`src/rtl/rotation_matrix_to_quaternion_top_macros.svh`:
```
// Assertion macros for the rotation matrix to quaternion block.
`ifndef ROTATION_MATRIX_TO_QUATERNION_TOP_MACROS_SVH
`define ROTATION_MATRIX_TO_QUATERNION_TOP_MACROS_SVH

`ifndef ASSERT_OFF
`define RMQ_ASSERT(label, prop, msg) \
    label: assert property (@(posedge clk) disable iff (!rst_n) prop) else $error(msg);
`define RMQ_ASSERT_NEXT(label, pre, post, msg) \
    label: assert property (@(posedge clk) disable iff (!rst_n) pre |=> post) else $error(msg);
`else
`define RMQ_ASSERT(label, prop, msg)
`define RMQ_ASSERT_NEXT(label, pre, post, msg)
`endif

`endif

```
`src/rtl/rmq_pkg.sv`:
```
package rmq_pkg;

    localparam int DATA_WIDTH = 16;
    localparam int FRAC_BITS  = 14;

    localparam int SUM_W     = DATA_WIDTH + 3;
    localparam int BEST_W    = SUM_W - 1;
    localparam int RAD_RAW   = BEST_W + FRAC_BITS;
    localparam int RAD_W     = RAD_RAW + (RAD_RAW % 2);
    localparam int ROOT_W    = RAD_W / 2;
    localparam int SQ_REM_W  = ROOT_W + 3;
    localparam int BIG_W     = ROOT_W - 1;
    localparam int DEN_W     = ROOT_W + 1;
    localparam int NUM_W     = DATA_WIDTH + 1;
    localparam int DVD_W     = NUM_W + FRAC_BITS;
    localparam int DV_REM_W  = ROOT_W + 2;
    localparam int IN_W      = 9 * DATA_WIDTH;
    localparam int IN_BYTES  = (IN_W + 7) / 8;
    localparam int OUT_W     = 4 * DATA_WIDTH;
    localparam int OUT_BYTES = (OUT_W + 7) / 8;

    localparam int FIFO_DEPTH = 2;
    localparam int FIFO_AW    = $clog2(FIFO_DEPTH);

    localparam logic [1:0] BR_SCALAR = 2'd0;
    localparam logic [1:0] BR_I      = 2'd1;
    localparam logic [1:0] BR_J      = 2'd2;
    localparam logic [1:0] BR_K      = 2'd3;

    // num0..num2: numerators of the three derived components, ascending index
    typedef struct packed {
        logic [1:0]              br;
        logic                    inv;
        logic [BEST_W-1:0]       best;
        logic signed [NUM_W-1:0] num0;
        logic signed [NUM_W-1:0] num1;
        logic signed [NUM_W-1:0] num2;
    } rmq_item_t;

endpackage

```
`src/rtl/rmq_fifo.sv`:
```
module rmq_fifo
    import rmq_pkg::*;
(
    input  logic      clk,
    input  logic      rst_n,
    input  logic      push,
    input  rmq_item_t push_item,
    output logic      full,
    input  logic      pop,
    output rmq_item_t pop_item,
    output logic      empty
);

`include "rotation_matrix_to_quaternion_top_macros.svh"

    rmq_item_t            mem_reg [FIFO_DEPTH];
    logic [FIFO_AW-1:0]   wr_ptr_reg;
    logic [FIFO_AW-1:0]   rd_ptr_reg;
    logic [FIFO_AW:0]     count_reg;
    logic [FIFO_AW:0]     count_next;

    assign full     = (count_reg == (FIFO_AW+1)'(FIFO_DEPTH));
    assign empty    = (count_reg == '0);
    assign pop_item = mem_reg[rd_ptr_reg];

    always_comb
    begin
        count_next = count_reg;
        if (push && !pop)
            count_next = count_reg + 1'b1;
        else if (pop && !push)
            count_next = count_reg - 1'b1;
    end

    always_ff @(posedge clk)
    begin
        if (push)
            mem_reg[wr_ptr_reg] <= push_item;
    end

    always_ff @(posedge clk or negedge rst_n)
    begin
        if (!rst_n)
        begin
            wr_ptr_reg <= '0;
            rd_ptr_reg <= '0;
            count_reg  <= '0;
        end
        else
        begin
            if (push)
                wr_ptr_reg <= wr_ptr_reg + 1'b1;
            if (pop)
                rd_ptr_reg <= rd_ptr_reg + 1'b1;
            count_reg <= count_next;
        end
    end

    `RMQ_ASSERT(a_no_overflow, (push |-> (!full || pop)), "fifo push while full")
    `RMQ_ASSERT(a_no_underflow, (pop |-> !empty), "fifo pop while empty")
    `RMQ_ASSERT_NEXT(a_count_track, (push && !pop), (count_reg == $past(count_reg) + 1'b1), "fifo count lost a push")

endmodule

```
`config.mk`:
```
export PLATFORM = sky130hd
export DESIGN_NAME = rmq_fifo
export DESIGN_NICKNAME = d
export VERILOG_FILES = /design/src/rtl/rmq_pkg.sv /design/src/rtl/rmq_fifo.sv
export VERILOG_INCLUDE_DIRS = /design/src /design/src/rtl
export SDC_FILE = /design/constraint.sdc
export NUM_CORES = 1
export LEC_CHECK = 0
export BUFFER_PORTS_ARGS = -buffer_cell sky130_fd_sc_hd__buf_4
export CAP_MARGIN = 20
export CORE_AREA = 2 2 128 154
export CTS_CLUSTER_DIAMETER = 120
export DETAILED_ROUTE_END_ITERATION = 10
export DIE_AREA = 0 0 130 156
export SLEW_MARGIN = 20
export SYNTH_ARGS = -nofsm -noshare
export SYNTH_HDL_FRONTEND = slang
export SYNTH_SLANG_ARGS = --single-unit
```
`constraint.sdc`:
```
create_clock -name clk -period 5.06 [get_ports clk]
set_input_delay 0.759 -clock clk [delete_from_list [all_inputs] [get_ports clk]]
set_output_delay 0.759 -clock clk [all_outputs]
set_load 0.02 [all_outputs]
```
======== After elaboration in Yosys (flattened, before gate mapping) ========
Memory sizes are Yosys's and may differ from the RTL's.
Cells that the tools add are included.
word-level totals
  flip-flop bits (word level) ............. 4
  latch bits .............................. 0
  memory bits (writable) .................. 144
  bits in read-only memories .............. 0
  input port bits ......................... 76
  output and inout bits ................... 74
  word-level logic and storage cells ...... 19
  memories kept ........................... 1
memories
  name     words  bits a word  rd ports  clocked after Yosys merged registers in  write ports  line            text
  mem_reg  2      72           1         0                                        1            rmq_fifo.sv:16  rmq_item_t mem_reg [FIFO_DEPTH];
cells by class
  add/sub/neg operators ................... 4
  multipliers ............................. 0
  div/mod/pow operators ................... 0
  $lt $le $gt $ge ......................... 0
  equality and inequality tests ........... 1
  shift-type cells ........................ 0
  muxes and demuxes ....................... 4
  bitwise logic cells ..................... 0
  reductions and logical operators ........ 6
operators with widths
  cell                                                                 number
  2-bit two-way mux                                                    2
  1-bit adder (second input constant)                                  2
  2-bit by 1-bit adder with 2-bit output (second input constant)       1
  2-bit == test (second input constant)                                1
  1-bit logical AND                                                    2
  1-bit zero test                                                      2
  2-bit zero test                                                      1
  1-bit two-way mux                                                    2
  2-bit nonzero test                                                   1
  2-bit by 1-bit subtractor with 2-bit output (second input constant)  1

======== Logic depth before layout (Yosys ltp) ========
  word-level depth ........................ 4
  depth in mapped cells ................... 5
  depth with buffers taken out ............ 5

======== Least setup slack after synthesis ========
Ideal clock, no wire load.
  kind .................................... input to register
  from .................................... in push
  to ...................................... mem mem_reg[0][0] in the netlist's numbering (enable)
  setup time .............................. 0.511 ns
  data arrival time ....................... 3.915 ns
  data required time ...................... 4.549 ns
  slack ................................... 0.634 ns
  stages on the path ...................... 1
  buffers on the path ..................... 0
  cell sequence ........................... nor2b_1
on the way
  cells in the longest elaborated chain, start to end .. 2
RTL lines
  item                                     line            text
  start: declaration                       rmq_fifo.sv:6   input logic push,
  1-bit two-way mux                        rmq_fifo.sv:37  if (push)
  1-bit two-way mux (not written as such)  rmq_fifo.sv:38  mem_reg[wr_ptr_reg] <= push_item;
  end: declaration                         rmq_fifo.sv:16
Every way passes these cells.

==> impl_metrics.ini <==
[floorplanning]
std_cell_rows = 55
die_area_mm2 = 0.02028
die-width_um = 130
boundaryPins = 150
die_height_um = 156
core_area_mm2 = 0.01879
start_util = 0.3051

[detailed_routing]
wl_per_cell_um = 15.87
initialDrtViolationCount = 130
ant_nets = 0
drc = 0
vias_per_cell = 4.069
routed_wl_um = 10640
drt_first_pass_iters = 4
dr_total_vias = 2726

[setup_path]
regToRegSetupSlack_ns = 2.97
cp-start-kind = register
crit_arrival_ns = 2.51
crit_type = register to output pin
r2r-start = wr_ptr_reg
cp-end-kind = output pin
timing.rr.end = mem_reg[0][15]
worstPathMaxFanout = 56
reg2reg_depth = 2
required_ns = 4.30

[synthesis]
synth_compound_area_frac = 0
synth.avg_cell_area_um2 = 23.88
syn_nets = 317
synthAdderAreaFrac = 0.002183
yosysUniqueCellTypes = 13
synth_xor_area_frac = 0.007640
syn_area_mm2 = 0.005732
yosysTopAreaCell = edfxtp_1
synth_top_family_by_area = multiplexers
netlist_top_cells_area = edfxtp_1 75%, mux2_4 18%, buf_12 2.4%, dfrtp_1 1.7%, xor2_1 0.61%
synthTopCellsByCount = 144 x edfxtp_1, 69 x mux2_4, 7 x buf_12, 4 x dfrtp_1, 4 x xor2_1
synth-simple-area-share = 0.004584
synth-edff-count = 144
post-synth-top-count-cell = edfxtp_1
ys_async_sr_fraction = 0.02703
synth_seq_cells = 148
synth_ff_type = edfxtp_1
synth.area.mux_share = 0.1866
synth_top_area_frac = 0.7544
ys_seq_area_frac = 0.7719
synth_cells = 240
yosysWarnings = 0

[job]
cap_viol_max_count = 0

[sta]
post-route-period-util = 0.6470
rsz0062_at_grt = no
clock_skew_ns = 0.004773
finalSetupViolations = 0
hold_violations = 0
whs_ns = 0.1355
clock.fmax_mhz = 305.5
period_minus_slack_ns = 3.274
slew_violations = 0
setup-tns-final_ns = 0
worst_slew_pin_slew_ns = 1.063
slew_headroom = 0.2913

[clocking]
path_clk_slew_ns = 0.06
cts_sinks = 148
cts_resized = 0
cts-htree-levels = 4
cts_inserted_buffers = 17
cts_buffer_depth = 2
post_cts_buffers = 0
cts-root-buf = clkbuf_16
cts_tree = yes
cts_hold_buf = 0
clock_latency_ns = 0.40

[global_route]
grt_util_met1 = 0.1192
track_usage = 0.1068
grt_pass1_wl_um = 15670
grt_pass1_vias = 2978
grt_util_met2 = 0.1815
use_met3 = 0.03807
grt-ovfl-total = 0
grt_max_degree = 73
grt_busiest_layer = met2
antenna_found_initial = 0

[cells_and_area]
postLayoutCellArea_mm2 = 0.007579
fillers = 1699
syn_to_final_growth_pct = 32.22
fin_nets = 481
insertedDiodeCount = 0
final_util = 0.4034
drive_gt1_frac = 0.6159
largest_register_ffs = 144

[power]
ir_worst_vdd_mv = 0.3775
cellPowerDensity_mw_per_mm2 = 577.7
power.total_mw = 4.378
power.leakage_nw = 3.015

[placed_design]
dpl.hpwl_um = 6825
gp_congestion = 0.6950
post_dp_cell_area_mm2 = 0.007056
io_buffers = 149

[min_path]
hp-class = input port to async pin

[outcome]
status = completed
[cell families after synthesis]
family	Yosys count
flip-flops	148
XOR/XNOR	5
AND/OR/NAND/NOR	5
buffers and inverters	9
multiplexers	72
adder cells (fa/ha/maj)	1
[layer usage]
layer,part of all wire,vias to the layer above
met5,0,-
met4,0.013,0
met3,0.053,10
met2,0.53,87
met1,0.40,1361
li1,-,1268
[power by group]
| part | total (mW) | internal [mW] | switching (mW) |
|---|---|---|---|
| clock network | 1.07 | 0.609 | 0.460 |
| logic | 1.49 | 0.795 | 0.694 |
| registers | 1.82 | 1.63 | 0.191 |
| total | 4.38 | 3.03 | 1.35 |
[stage by stage]
step	setup slack, ns	instances
after floorplan	0.6336	240
after global placement	2.186	640
after detailed placement	2.146	640
after CTS	1.685	669
after global routing	1.619	670
final	1.786	670
[worst max-delay path, stage by stage (launching register included)]
cell and delay (ns):
dfrtp_4 1.13, buf_4 0.47, mux2_4 0.34, buf_4 0.16
[worst max-delay path by stage]
stage | from | endpoint | slack, ns | cells past startpoint
2_1_floorplan | push | mem_reg[0][0] | 0.63 | 1
3_3_place_gp | rd_ptr_reg | pop_item[5] | 2.19 | 3
3_5_place_dp | rd_ptr_reg | pop_item[7] | 2.15 | 3
4_1_cts | rd_ptr_reg | pop_item[7] | 1.69 | 3
5_1_grt | rd_ptr_reg | pop_item[7] | 1.62 | 3
6_report | rd_ptr_reg | pop_item[7] | 1.79 | 3
[area by class of cell]
class / instances / area (µm²) / share of cell area
Sequential cell: 148 / 4428 / 0.5843
Timing Repair Buffer: 153 / 1169 / 0.1542
Multi-Input combinational cell: 83 / 1162 / 0.1534
Clock buffer: 17 / 425.4 / 0.05613
Tap cell: 256 / 320.3 / 0.04227
Clock inverter: 12 / 70.07 / 0.009245
Inverter: 1 / 3.754 / 0.0004953
[layout by cell type, fill, tap and decap left out]
master,count
nor2b_1,1
buf_4,152
buf_16,1
nor2_1,2
clkinv_4,2
ha_1,1
and2_4,1
clkinv_2,6
mux2_4,69
inv_1,1
clkbuf_16,17
clkinv_1,2
clkinvlp_4,2
xor2_1,4
mux2_2,3
edfxtp_1,144
dfrtp_4,1
nor2b_4,1
dfrtp_1,3
xnor2_1,1
Note: power is estimated with default switching activity, not from simulation.
