$ cat config.mk
export PLATFORM = sky130hd
export DESIGN_NAME = rmq_front
export DESIGN_NICKNAME = d
export VERILOG_FILES = /design/src/rtl/rotation_matrix_to_quaternion_top_macros.svh /design/src/rtl/rmq_pkg.sv /design/src/rtl/rmq_front.sv
export SDC_FILE = /design/constraint.sdc
export NUM_CORES = 1
export LEC_CHECK = 0
export BUFFER_PORTS_ARGS = -buffer_cell sky130_fd_sc_hd__buf_2
export CORE_MARGIN = 2
export CORE_UTILIZATION = 35
export DETAILED_ROUTE_END_ITERATION = 10
export MAX_ROUTING_LAYER = met4
export PLACE_DENSITY_LB_ADDON = 0.08
export SYNTH_ARGS = -nofsm -noshare
export SYNTH_HDL_FRONTEND = slang
export SYNTH_SLANG_ARGS = --single-unit
export TNS_END_PERCENT = 100
$ cat constraint.sdc
create_clock -name clk -period 4.1 [get_ports clk]
set_clock_uncertainty 0.05 [all_clocks]
set_input_delay 0.82 -clock clk [delete_from_list [all_inputs] [get_ports clk]]
set_output_delay 0.82 -clock clk [all_outputs]
set_load 0.05 [all_outputs]
$ cat src/rtl/rotation_matrix_to_quaternion_top_macros.svh
// Assertion macros for the rotation matrix to quaternion block.
`ifndef ROTATION_MATRIX_TO_QUATERNION_TOP_MACROS_SVH
`define ROTATION_MATRIX_TO_QUATERNION_TOP_MACROS_SVH

`ifndef ASSERT_OFF
`define RMQ_ASSERT(label, prop, msg) \
    label: assert property (@(posedge clk) disable iff (!rst_n) prop) else $error(msg);
`define RMQ_ASSERT_NEXT(label, pre, post, msg) \
    label: assert property (@(posedge clk) disable iff (!rst_n) pre |=> post) else $error(msg);
`else
`define RMQ_ASSERT(label, prop, msg)
`define RMQ_ASSERT_NEXT(label, pre, post, msg)
`endif

`endif

$ cat src/rtl/rmq_pkg.sv
package rmq_pkg;

    localparam int DATA_WIDTH = 16;
    localparam int FRAC_BITS  = 14;

    localparam int SUM_W     = DATA_WIDTH + 3;
    localparam int BEST_W    = SUM_W - 1;
    localparam int RAD_RAW   = BEST_W + FRAC_BITS;
    localparam int RAD_W     = RAD_RAW + (RAD_RAW % 2);
    localparam int ROOT_W    = RAD_W / 2;
    localparam int SQ_REM_W  = ROOT_W + 3;
    localparam int BIG_W     = ROOT_W - 1;
    localparam int DEN_W     = ROOT_W + 1;
    localparam int NUM_W     = DATA_WIDTH + 1;
    localparam int DVD_W     = NUM_W + FRAC_BITS;
    localparam int DV_REM_W  = ROOT_W + 2;
    localparam int IN_W      = 9 * DATA_WIDTH;
    localparam int IN_BYTES  = (IN_W + 7) / 8;
    localparam int OUT_W     = 4 * DATA_WIDTH;
    localparam int OUT_BYTES = (OUT_W + 7) / 8;

    localparam int FIFO_DEPTH = 2;
    localparam int FIFO_AW    = $clog2(FIFO_DEPTH);

    localparam logic [1:0] BR_SCALAR = 2'd0;
    localparam logic [1:0] BR_I      = 2'd1;
    localparam logic [1:0] BR_J      = 2'd2;
    localparam logic [1:0] BR_K      = 2'd3;

    // num0..num2: numerators of the three derived components, ascending index
    typedef struct packed {
        logic [1:0]              br;
        logic                    inv;
        logic [BEST_W-1:0]       best;
        logic signed [NUM_W-1:0] num0;
        logic signed [NUM_W-1:0] num1;
        logic signed [NUM_W-1:0] num2;
    } rmq_item_t;

endpackage

$ cat src/rtl/rmq_front.sv
module rmq_front
    import rmq_pkg::*;
(
    input  logic                  clk,
    input  logic                  rst_n,
    input  logic                  in_valid,
    output logic                  in_ready,
    input  logic [IN_W-1:0]       in_data,
    output logic                  push,
    output rmq_item_t             push_item,
    input  logic                  fifo_full
);

    logic signed [DATA_WIDTH-1:0] nx, ny, nz, ex, ey, ez, dx, dy, dz;
    logic signed [SUM_W-1:0]      a, b, c, one, s0, s1, s2, s3, best;
    logic signed [NUM_W-1:0]      d_i, d_j, d_k, p_ij, p_ik, p_jk;
    logic [1:0]                   br;
    rmq_item_t                    item_next;
    rmq_item_t                    item_reg;
    logic                         vld_reg;

    assign nx = in_data[0*DATA_WIDTH +: DATA_WIDTH];
    assign ny = in_data[1*DATA_WIDTH +: DATA_WIDTH];
    assign nz = in_data[2*DATA_WIDTH +: DATA_WIDTH];
    assign ex = in_data[3*DATA_WIDTH +: DATA_WIDTH];
    assign ey = in_data[4*DATA_WIDTH +: DATA_WIDTH];
    assign ez = in_data[5*DATA_WIDTH +: DATA_WIDTH];
    assign dx = in_data[6*DATA_WIDTH +: DATA_WIDTH];
    assign dy = in_data[7*DATA_WIDTH +: DATA_WIDTH];
    assign dz = in_data[8*DATA_WIDTH +: DATA_WIDTH];

    assign a   = SUM_W'(nx);
    assign b   = SUM_W'(ey);
    assign c   = SUM_W'(dz);
    assign one = SUM_W'(1) <<< FRAC_BITS;
    assign s0  = one + a + b + c;
    assign s1  = one + a - b - c;
    assign s2  = one - a + b - c;
    assign s3  = one - a - b + c;

    assign d_i  = NUM_W'(dy) - NUM_W'(ez);
    assign d_j  = NUM_W'(nz) - NUM_W'(dx);
    assign d_k  = NUM_W'(ex) - NUM_W'(ny);
    assign p_ij = NUM_W'(ny) + NUM_W'(ex);
    assign p_ik = NUM_W'(nz) + NUM_W'(dx);
    assign p_jk = NUM_W'(ez) + NUM_W'(dy);

    always_comb
    begin
        best = s0;
        br   = BR_SCALAR;
        if (s1 > best)
        begin
            best = s1;
            br   = BR_I;
        end
        if (s2 > best)
        begin
            best = s2;
            br   = BR_J;
        end
        if (s3 > best)
        begin
            best = s3;
            br   = BR_K;
        end
        item_next.inv  = (best <= 0);
        item_next.br   = item_next.inv ? BR_SCALAR : br;
        item_next.best = best[BEST_W-1:0];
        case (br)
            BR_SCALAR:
            begin
                item_next.num0 = d_i;
                item_next.num1 = d_j;
                item_next.num2 = d_k;
            end
            BR_I:
            begin
                item_next.num0 = d_i;
                item_next.num1 = p_ij;
                item_next.num2 = p_ik;
            end
            BR_J:
            begin
                item_next.num0 = d_j;
                item_next.num1 = p_ij;
                item_next.num2 = p_jk;
            end
            default:
            begin
                item_next.num0 = d_k;
                item_next.num1 = p_ik;
                item_next.num2 = p_jk;
            end
        endcase
    end

    assign push      = vld_reg && !fifo_full;
    assign in_ready  = !vld_reg || !fifo_full;
    assign push_item = item_reg;

    always_ff @(posedge clk)
    begin
        if (in_valid && in_ready)
            item_reg <= item_next;
    end

    always_ff @(posedge clk or negedge rst_n)
    begin
        if (!rst_n)
            vld_reg <= 1'b0;
        else if (in_ready)
            vld_reg <= in_valid;
    end

endmodule

* After elaboration in Yosys (flattened, before gate mapping)
Index checks and enable logic that the tools add are counted.
Cells by class: add/subtract/negate cells 16, magnitude comparators 4, equal/unequal tests 2, mux-type cells 7, reduce and logical (&&, ||, !) cells 6
Operators with widths (number):
- 51-bit one-hot mux with 3 select lines | 1
- 19-bit > comparator | 3
- 19-bit 2-to-1 mux | 3
- 16-bit by 16-bit adder with 17-bit output | 3
- 16-bit by 16-bit subtractor with 17-bit output | 3
- 18-bit by 16-bit adder with 19-bit output | 2
- 18-bit by 16-bit subtractor with 19-bit output | 2
- 17-bit by 16-bit adder with 18-bit output | 2
- 17-bit by 16-bit subtractor with 18-bit output | 2
- 19-bit by 1-bit <= comparator with 1-bit output, second input constant | 1
- 16-bit by 16-bit adder with 17-bit output, first input constant | 1
- 16-bit by 16-bit subtractor with 17-bit output, first input constant | 1
- 2-bit 2-to-1 mux | 2
- 2-bit by 1-bit equality test with 1-bit output, second input constant | 1
- 2-bit equality test, second input constant | 1
- 1-bit logical AND | 2
- 1-bit zero test | 2
- 2-bit zero test | 1
- 1-bit logical OR | 1
- 1-bit 2-to-1 mux | 1
Word-level totals: bits in registers 73

* Logic depth before layout (Yosys ltp)
depth in word-level cells 11, mapped depth 58

* Least setup slack after synthesis
Ideal clock, no wire load.
kind input to register, start point input port in_data[1], end point register item_reg, in the netlist push_item[70] (data pin), data arrival time 10562 ps, data required time 3775 ps, slack -6787 ps, cell stages on the path 54, path buffers 5, cell sequence fa_1 ha_1 fa_1 a211oi_1 nor3_1 o31ai_1 a21oi_1 a21o_1 a21oi_1 xnor2_1 inv_1 ha_1 and3_1 nand3_1 or2_2 o21ai_0 maj3_1 o211ai_1 (+18 left out) nor2b_1 o21a_1 o21a_1 o21a_1 o21a_1 o21a_1 o21bai_1 a21o_1 a21oi_1 o31ai_1 or2_2 clkbuf_1 clkbuf_1 nor2_1 a311oi_2 o2111ai_1 nor4_1 a21oi_1
On the way: longest elaborated chain between the ends 10
RTL lines:
- start, declared | line rmq_front.sv:8 | input logic [IN_W-1:0] in_data,
- 16-bit by 16-bit adder with 17-bit output | line rmq_front.sv:36, rmq_front.sv:37
- 17-bit by 16-bit subtractor with 18-bit output / 17-bit by 16-bit adder with 18-bit output (equally long branches) | line rmq_front.sv:37, rmq_front.sv:36
- 18-bit by 16-bit subtractor with 19-bit output / 18-bit by 16-bit adder with 19-bit output (equally long branches) | line rmq_front.sv:37, rmq_front.sv:36
- 19-bit > comparator | line rmq_front.sv:52 | if (s1 > best)
- 19-bit 2-to-1 mux | line rmq_front.sv:52
- 19-bit > comparator | line rmq_front.sv:57 | if (s2 > best)
- 19-bit 2-to-1 mux | line rmq_front.sv:57
- 19-bit > comparator | line rmq_front.sv:62 | if (s3 > best)
- 19-bit 2-to-1 mux | line rmq_front.sv:62
- 19-bit by 1-bit <= comparator with 1-bit output | line rmq_front.sv:67 | item_next.inv = (best <= 0);
- end signal, assigned | line rmq_front.sv:105 | item_reg <= item_next;
- end, declared | line rmq_front.sv:19 | rmq_item_t item_reg;
Parallel ways exist; a longest one is shown, timed or not. A chain may end at the register's enable or synchronous reset.

* Worst setup path in the final report
start point input port in_data[7], end point register item_reg, in the netlist push_item[70] (data pin)
On the way: longest elaborated chain between the ends 10
RTL lines:
- 16-bit by 16-bit adder with 17-bit output | line rmq_front.sv:36, rmq_front.sv:37
- 17-bit by 16-bit subtractor with 18-bit output / 17-bit by 16-bit adder with 18-bit output (equally long branches) | line rmq_front.sv:37, rmq_front.sv:36
- 18-bit by 16-bit subtractor with 19-bit output / 18-bit by 16-bit adder with 19-bit output (equally long branches) | line rmq_front.sv:37, rmq_front.sv:36
- 19-bit > comparator | line rmq_front.sv:52
- 19-bit 2-to-1 mux | line rmq_front.sv:52
- 19-bit > comparator | line rmq_front.sv:57
- 19-bit 2-to-1 mux | line rmq_front.sv:57
- 19-bit > comparator | line rmq_front.sv:62
- 19-bit 2-to-1 mux (*) | line rmq_front.sv:62
- via best[0] | line rmq_front.sv:15 | logic signed [SUM_W-1:0] a, b, c, one, s0, s1, s2, s3, best;
- 19-bit by 1-bit <= comparator with 1-bit output (*) | line rmq_front.sv:67
Mark *: on every way through the listed nets, which the timed path passes. The rest lies on a longest branch.

==> results.json <==
{
  "synth_area_leaders": "ha_1 20%, edfxtp_1 15%, fa_1 11%",
  "grt_usage_pct": 23.6,
  "pre_cts_ws_ns": -6.77,
  "final.setup.worst_slack_ns": -6.00,
  "cp_common_cell": "o21a_1",
  "diodes": 0,
  "clock_sinks": 73,
  "rsz0062_at_grt": "yes",
  "cp-start-kind": "primary input",
  "dieArea_um2": 42400,
  "violations": "setup timing",
  "crit_arrival_ns": 10.14,
  "power_leakage_nw": 10.6,
  "root_buffer": "clkbuf_16",
  "timing.fmax_ghz": 0.0990,
  "numCtsBuffers": 9,
  "power_density_nw_per_um2": 995,
  "path_class": "primary input to flop",
  "worst-endpoint-required_ns": 4.14,
  "crit_family": "compound AO/OA/AOI/OAI gates",
  "setup_viol": 72,
  "fin_crit_sh_pct": 246,
  "ys_warn_count": 0,
  "avgRoutedWirePerCell_um": 16.2,
  "drc": 0,
  "slew_headroom_pct": 39.7,
  "die_w_um": 206,
  "final_layout_size_suffix_gt1_share_pct": 39.8,
  "ctsHtreeMaxLevel": 3,
  "synth.most_common_cell": "ha_1",
  "via_per_inst": 4.88,
  "crit_buf_inv": 3,
  "cp_slowest_cell": "fa_2",
  "portBuffers": 221,
  "placed_area_um2": 20200,
  "hold_viol": 0,
  "topRoutingLayerUsed": "met4",
  "wl_met2_mm": 24.8,
  "synth_edf_count": 72,
  "core-area_um2": 40600,
  "cts.clk_slew.worst_paths_ns": 0.06,
  "vias": 14860,
  "fin_area_um2": 21700,
  "area_growth_pct": 51.9,
  "first_pass_iters": 5,
  "ios": 222,
  "synthesis.nets": 2172,
  "clkLatencyLatePin_ns": 0.35,
  "place_hpwl_mm": 42.2,
  "wl_met3_mm": 1.49,
  "antenna_found_initial": 0,
  "cts_tree": "built",
  "ys_async_sr_fraction_pct": 1.37,
  "ir_worst_vdd_mv": 0.727,
  "tightestPinTransition_ns": 0.905,
  "largest_reg_flops": 72,
  "yosys_register_bits": 73,
  "yosysTopAreaCell": "ha_1",
  "syn_avg_cell_area_um2": 8.30,
  "layout.nets": 2959,
  "report.final.slew_viol_count": 0,
  "critPathMaxFanout": 5,
  "max_stage_delay_ns": 0.61,
  "post-route-min-period_ns": 10.10,
  "ant_nets": 0,
  "wl_met1_mm": 22.3,
  "rows": 74,
  "ys_types": 85,
  "mappedNetlistArea_um2": 14300,
  "grt_pass1_vias": 15112,
  "cap_violations": 0,
  "outcome": "complete, but fails checks",
  "endpoint_kind": "flop",
  "drt_wl_total_mm": 49.4,
  "overflow": 0,
  "synth_cells": 1722,
  "total_power_mw": 21.6,
  "place_congestion": 0.877,
  "tns_ns": -401.25,
  "min_path_type": "primary input to async pin",
  "grt_pass1_wl_mm": 76.8,
  "clock_path_buffers": 2,
  "die_y_um": 206,
  "synth-seq-area-share_pct": 15.3,
  "synth_flop_cell": "edfxtp_1",
  "grt_max_degree": 60,
  "drtIter0Drc": 519,
  "start_util_pct": 35.2,
  "synth_common_cells": "227 x ha_1, 217 x inv_1, 173 x a21oi_1",
  "synth_top_area_share_pct": 19.9
}
-- timing repair --
item | CTS | global route
hold buffers | 0 | 0
setup buffers | 21 | 22
pin swaps | 38 | 51
setup endpoints to repair | 72 | 72
gates cloned | 1 | 4
resized for setup | 90 | 100
-- worst register-to-register path, delay by kind of cell (launching register included) --
kind | cells | cell delay (ns)
simple gates | 2 | 0.83
flops | 1 | 0.37
buf+inv | 1 | 0.32
-- area by class of cell --
| cell class | count | area, µm² |
|---|---|---|
| fill | 3894 | 18900 |
| inverter | 218 | 818 |
| sequential | 73 | 2190 |
| multi-input combinational | 1389 | 11900 |
| clock inverter | 6 | 58.8 |
| timing repair buffer | 818 | 5840 |
| tap | 532 | 666 |
| clock buffer | 10 | 229 |
-- per-layer routing --
| layer | GRT usage (%) | vias up |
|---|---|---|
| met4 | 4.44 | 0 |
| met2 | 42.1 | 246 |
| met3 | 1.32 | 41 |
| met5 | - | - |
| li1 | - | 7589 |
| met1 | 29.7 | 6984 |
-- final timing paths --
check                                     end  slack [ns]        from  depth (start not counted)
worst max-delay path            push_item[70]       -6.00  in_data[7]                         49
worst min-delay path                  vld_reg        0.18       rst_n                          1
worst max register to register  push_item[55]        2.24     vld_reg                          3
worst min register to register        vld_reg        0.48     vld_reg                          2
max in group asynchronous             vld_reg        3.73       rst_n                          1
min in group clk                      vld_reg        0.48     vld_reg                          2
-- per-stage QoR --
stage | instances | hold WS (ns) | util (%)
6_report | 3046 | 0.184 | 53.5
5_1_grt | 3046 | 0.169 | 53.5
4_1_cts | 3020 | 0.169 | 51.9
3_5_place_dp | 2984 | 0.458 | 49.8
3_3_place_gp | 2984 | 0.447 | 49.8
2_1_floorplan | 1722 | 0.474 | -
-- power by group --
group	switching (mW)	total, mW	internal, mW	leakage (nW)
combinational	10.2	19.0	8.80	9.78
sequential	0.144	1.82	1.68	0.697
clock	0.339	0.807	0.468	0.138
total	10.6	21.6	10.9	10.6
-- cell families after synthesis --
| logic type | after synthesis | synth area share (%) |
|---|---|---|
| adder cells (fa/ha/maj) | 303 | 30.5 |
| AO/OA/AOI/OAI | 529 | 23.6 |
| flip-flops | 73 | 15.3 |
| multiplexers | 23 | 1.69 |
| buffers and inverters | 261 | 7.14 |
| XOR/XNOR | 137 | 8.50 |
| AND/OR/NAND/NOR | 396 | 13.3 |
-- placed cells by master (no fill, tap or decap), drive strengths merged, types with 7 or more instances in the layout --
| cell | count |
|---|---|
| a21o | 41 |
| clkbuf | 12 |
| edfxtp | 72 |
| nand4 | 9 |
| nor2b | 16 |
| xnor2 | 107 |
| o21bai | 33 |
| ha | 227 |
| a21boi | 10 |
| o21a | 22 |
| nor4 | 9 |
| o21ai | 133 |
| buf | 816 |
| nor2 | 126 |
| and3 | 18 |
| a21oi | 178 |
| nor3 | 31 |
| nand2b | 15 |
| or3 | 8 |
| fa | 75 |
| a31oi | 7 |
| nand2 | 109 |
| mux2i | 20 |
| nand3 | 27 |
| xor2 | 29 |
| inv | 217 |
| o211ai | 27 |
| o31ai | 8 |
| a211oi | 15 |
(Power assumes the default switching activity.)
